<file path="config.mk">
export PLATFORM = sky130hd
export DESIGN_NAME = fhd_ctrl
export DESIGN_NICKNAME = d
export VERILOG_FILES = /design/src/fhd_pkg.sv /design/src/fhd_ctrl.sv
export SDC_FILE = /design/constraint.sdc
export NUM_CORES = 1
export LEC_CHECK = 0
export BUFFER_PORTS_ARGS = -buffer_cell sky130_fd_sc_hd__buf_4
export CAP_MARGIN = 20
export CORE_AREA = 2 2 39 41
export CTS_BUF_LIST = sky130_fd_sc_hd__clkbuf_4 sky130_fd_sc_hd__clkbuf_8
export CTS_CLUSTER_DIAMETER = 150
export CTS_CLUSTER_SIZE = 28
export DETAILED_ROUTE_END_ITERATION = 16
export DIE_AREA = 0 0 41 43
export GPL_TIMING_DRIVEN = 0
export RECOVER_POWER = 100
export SYNTH_ARGS = -nofsm -noshare
export SYNTH_HDL_FRONTEND = slang
export SYNTH_SLANG_ARGS = --single-unit
export TNS_END_PERCENT = 10
</file>
<file path="constraint.sdc">
create_clock -name clk -period 2.67 [get_ports clk]
set_input_delay 0.4005 -clock clk [delete_from_list [all_inputs] [get_ports clk]]
set_output_delay 0.4005 -clock clk [all_outputs]
set_load 0.02 [all_outputs]
</file>
<file path="src/fhd_pkg.sv">
// ---------------------------------------------------------------------------
// fhd_pkg
// Constants, controller/datapath link types and the coefficient functions
// used to build the Hilbert and derivative coefficient tables.
// ---------------------------------------------------------------------------
package fhd_pkg;

    // Coefficient format: signed Q1.17.
    localparam int COEF_BITS = 18;
    localparam int COEF_FRAC = 17;

    // Fixed-point constants in Q30.
    localparam longint unsigned PI_Q30          = 64'd3373259426;
    localparam longint unsigned TWO_OVER_PI_Q30 = 64'd683565276;
    localparam longint unsigned ONE_Q30         = 64'd1073741824;

    // Mode register codes.
    localparam logic [1:0] MODE_HILBERT    = 2'd0;
    localparam logic [1:0] MODE_DERIVATIVE = 2'd1;

    // Commands from the controller to the datapath.
    typedef struct packed {
        logic start;
        logic issue;
        logic load;
    } fhd_cmd_t;

    // Status from the datapath to the controller.
    typedef struct packed {
        logic last_issue;
        logic pipe_busy;
        logic out_free;
    } fhd_status_t;

    // Restoring long division, evaluated only while the tables are built.
    function automatic longint unsigned fhd_udiv(input longint unsigned num,
                                                 input longint unsigned den);
        longint unsigned q;
        longint unsigned r;
        q = '0;
        r = '0;
        for (int i = 63; i >= 0; i--)
        begin
            r = {r[62:0], num[i]};
            if (r >= den)
            begin
                r    = r - den;
                q[i] = 1'b1;
            end
        end
        return q;
    endfunction

    // cos(pi * m / h) in Q30 by a folded Taylor series, for 0 <= m <= h.
    function automatic longint fhd_cos_q30(input longint unsigned m,
                                           input longint unsigned h);
        logic            neg;
        longint unsigned mm;
        longint unsigned x;
        longint unsigned x2;
        longint unsigned t;
        longint          sum;
        neg = 1'b0;
        mm  = m;
        if (2 * m > h)
        begin
            neg = 1'b1;
            mm  = h - m;
        end
        x   = fhd_udiv(PI_Q30 * mm + (h >> 1), h);
        x2  = (x * x + (64'd1 << 29)) >> 30;
        t   = ONE_Q30;
        sum = longint'(ONE_Q30);
        for (int n = 1; n <= 7; n++)
        begin
            t = fhd_udiv((t * x2) >> 30, longint'((2 * n - 1) * (2 * n)));
            if (n[0])
                sum = sum - longint'(t);
            else
                sum = sum + longint'(t);
        end
        return neg ? -sum : sum;
    endfunction

    // Hamming window 0.54 + 0.46 cos(pi k / half) in Q30.
    function automatic longint unsigned fhd_window(input int k, input int half);
        longint c;
        c = fhd_cos_q30(longint'(k), longint'(half));
        return longint'((54 * longint'(ONE_Q30) + 46 * c + 50) / 100);
    endfunction

    // Hilbert coefficient for tap offset k: windowed 2/(pi k) on odd offsets.
    function automatic logic signed [COEF_BITS-1:0] fhd_hil_coef(input int k,
                                                                 input int half,
                                                                 input int taps);
        longint unsigned w;
        longint unsigned den;
        longint unsigned v;
        v = '0;
        if (k[0] && ((k + 1) / 2 <= taps / 4))
        begin
            w   = fhd_window(k, half);
            den = longint'(k) << 43;
            v   = fhd_udiv(w * TWO_OVER_PI_Q30 + (den >> 1), den);
        end
        return COEF_BITS'(v);
    endfunction

    // Derivative coefficient for tap offset k: windowed cos(pi k) / k.
    function automatic logic signed [COEF_BITS-1:0] fhd_der_coef(input int k,
                                                                 input int half);
        longint unsigned            w;
        longint unsigned            den;
        logic signed [COEF_BITS-1:0] c;
        w   = fhd_window(k, half);
        den = longint'(k) << 13;
        c   = COEF_BITS'(fhd_udiv(w + (den >> 1), den));
        if (k[0])
            c = -c;
        return c;
    endfunction

endpackage

</file>
<file path="src/fhd_ctrl.sv">
// ---------------------------------------------------------------------------
// fhd_ctrl
// Sequencer: takes a word, steps the datapath through the tap pairs,
// waits for the pipeline to drain and hands the result to the output.
// ---------------------------------------------------------------------------
module fhd_ctrl
    import fhd_pkg::*;
(
    input  logic        clk,
    input  logic        rst_n,
    input  logic        in_valid,
    output logic        in_ready,
    input  fhd_status_t status,
    output fhd_cmd_t    cmd
);

    localparam logic [1:0] S_IDLE  = 2'd0;
    localparam logic [1:0] S_RUN   = 2'd1;
    localparam logic [1:0] S_DRAIN = 2'd2;

    logic [1:0] state_reg;
    logic [1:0] state_next;

    // Ready only between items.
    assign in_ready = (state_reg == S_IDLE);

    // Next state and commands.
    always_comb
    begin
        state_next = state_reg;
        cmd        = '0;
        case (state_reg)
            S_IDLE:
            begin
                if (in_valid)
                begin
                    cmd.start  = 1'b1;
                    state_next = S_RUN;
                end
            end
            S_RUN:
            begin
                cmd.issue = 1'b1;
                if (status.last_issue)
                    state_next = S_DRAIN;
            end
            S_DRAIN:
            begin
                if (!status.pipe_busy && status.out_free)
                begin
                    cmd.load   = 1'b1;
                    state_next = S_IDLE;
                end
            end
            default:
            begin
                state_next = S_IDLE;
            end
        endcase
    end

    // State register.
    always_ff @(posedge clk or negedge rst_n)
    begin
        if (!rst_n)
            state_reg <= S_IDLE;
        else
            state_reg <= state_next;
    end

endmodule

</file>
==> flow_summary.yaml <==
synthesis:
  synthArstFlopShare_pct: 100
  synth_area_per_cell_um2: 10.0
  yosysUniqueCellTypes: 9
  synth-edff-count: 0
  synthTopCellsByArea: "dfrtp_1, nand2b_1, nor2b_4"
  syn_area_um2: 120
  netlist_top_cells_count: "nand2b_1, dfrtp_1"
  yosys.cell_count.top_type: "nand2b_1"
  ys_ff_latch: 2
  ys_seq_area_share_pct: 41.7
  synth_ff_type: "dfrtp_1"
  yosys_warnings: 0
  yosysTopAreaCellShare_pct: 41.7
  synth_cells: 12
  synth_top_cell_by_area: "dfrtp_1"
  synth_fp_nets: 18
timing:
  rsz0062_at_grt: "false"
  finalHoldViolations: 0
  worst_hold_slack_ps: 426
  worst_slack_ps: 1120
  setup_viol: 0
  fin_tns_setup_ps: 0
  relSlewSlack_pct: 83.4
  fin_crit_sh_pct: 58.1
  worst_slew_pin_slew_ps: 250
  fmax_ghz: 0.645
  finalMaxSlewViolations: 0
  min_period_ps: 1550
  skew_ps: 0.917
power:
  power.leakage_nw: 0.104
  total_power_uw: 250
  ir_drop_mv: 0.284
  power_density_nw_per_um2: 1130
job:
  cap_violations: 0
floorplanning:
  start_util_pct: 8.68
  dieWidth_um: 41
  die_area_um2: 1760
  rows: 14
  die_h_um: 43
  core-area_um2: 1380
  ioPinCount: 10
placement:
  gp_congestion: 0.616
  portBuffers: 9
  dp_slack_ps: 1310
  placed_cell_area_um2: 208
  place_inst: 37
layout:
  utilization_pct: 16.0
  n_fill_cell: 165
  multiInputGateArea_um2: 62.6
  area_delta_synth_final_pct: 84.4
  seq_area_um2: 50.0
  finalInstanceArea_um2: 221
  finalNonFillerCells: 41
  largest_register_ffs: 2
  n_antenna_cell: 0
  drive_gt1_share_pct: 36.0
  nets: 33
worst_setup_path:
  cp-start-kind: "register"
  r2r_cells: 2
  required_ps: 2270
  r2r-end: "state_reg[1]$_DFFE_PN0P_"
  crit_type: "reg -> out"
  cp_slowest_stage_delay_ps: 410
  end_kind: "primary output"
  r2r_slack_ps: 1750
  r2r_start: "state_reg[0]$_DFFE_PN0P_"
  cp_max_fo: 5
  path_cells: "nor2b_1, and2b_1, clkbuf_1"
  cpMaxStageDelayCell: "dfrtp_1"
  worstPathArrival_ps: 1150
min_path:
  min_path_cells: 2
  holdPathEnd: "state_reg[1]$_DFFE_PN0P_"
  hold_start: "status[2]"
  min_path_type: "in -> reg"
grt:
  grt_pass1_wl_um: 427
  antenna_found_initial: 0
  grt_max_degree: 6
  grt_overflow: 0
  grt_usage_pct: 4.82
  grt_pass1_vias: 111
clocking:
  cts.repair.resized: 0
  cts_tree: "built"
  clock-sinks: 2
  clock_path_buffers: 2
  cts-htree-levels: 1
  post-cts-setup-buffer-count: 0
  clkTransAtPathRegs_ps: 30
  clk_latency_ps: 220
  cts_made_buffers: 3
  clock-root-buffer: "clkbuf_4"
routing:
  routed_wl_um: 304
  via_count: 131
  drt_iter0_drc: 3
  wl_per_cell_um: 7.41
  drc: 0
  drt-vias-per-instance: 3.20
  ant_nets: 0
  dr.pass1.iters: 2
run_status:
  status: "finished clean"
-- worst max-delay path by stage --
stage / from / end / slack [ps] / cells after the start
3_3_place_gp: status[1] / cmd[0] / 1310 / 4
4_1_cts: state_reg[1]$_DFFE_PN0P_ / cmd[0] / 1150 / 3
6_report: state_reg[0]$_DFFE_PN0P_ / cmd[0] / 1120 / 3
2_1_floorplan: state_reg[1]$_DFFE_PN0P_ / cmd[2] / 1250 / 2
3_5_place_dp: status[1] / cmd[0] / 1310 / 4
5_1_grt: state_reg[0]$_DFFE_PN0P_ / cmd[0] / 1070 / 3
-- metal layers --
metal	vias to the layer above	global-route usage [%]	routed length [µm]
met5	-	0	0
met4	0	12.0	19
met2	11	3.44	102
met1	52	5.14	140
met3	2	1.57	42
li1	66	-	-
-- where the power goes --
| part | internal, mW | switching [mW] |
|---|---|---|
| Combinational | 0.0534 | 0.0659 |
| Clock | 0.0496 | 0.0171 |
| Sequential | 0.0461 | 0.0176 |
-- worst max-delay path: cells and delay by family (launching register included) --
kind	cells	cell delay [ps]
AND/OR/NAND/NOR	2	300
buffers and inverters	1	220
flip-flops	1	410
-- cells by family (layout without fill, tap and decap cells) --
group	count (synthesis)	count (layout)	synth area share, %
AND/OR/NAND/NOR	8	8	46.9
buffers and inverters	0	13	0
flip-flops	2	2	41.7
AO/OA/AOI/OAI	2	2	11.5
-- repair_timing --
item                                   CTS  global route
endpoints found under the hold margin    2             0
setup endpoints to repair                0             0
hold buffers                             1             0
-- layout by cell type (no fill, tap or decap), drive strengths merged --
cell / netlist / layout
a21oi: 1 / 1
a22o: 1 / 1
and2: 1 / 1
and2b: 1 / 1
buf: 0 / 6
clkbuf: 0 / 6
dfrtp: 2 / 2
dlygate4sd3: 0 / 1
nand2b: 3 / 3
nor2: 1 / 1
nor2b: 2 / 2
-- area by class of cell --
cell class,count,area share [%]
Timing Repair Buffer,10,29.9
Tap cell,16,9.04
Clock buffer,3,10.2
Sequential cell,2,22.6
Multi-Input combinational cell,10,28.2
Power figures use the tool's default switching activity.
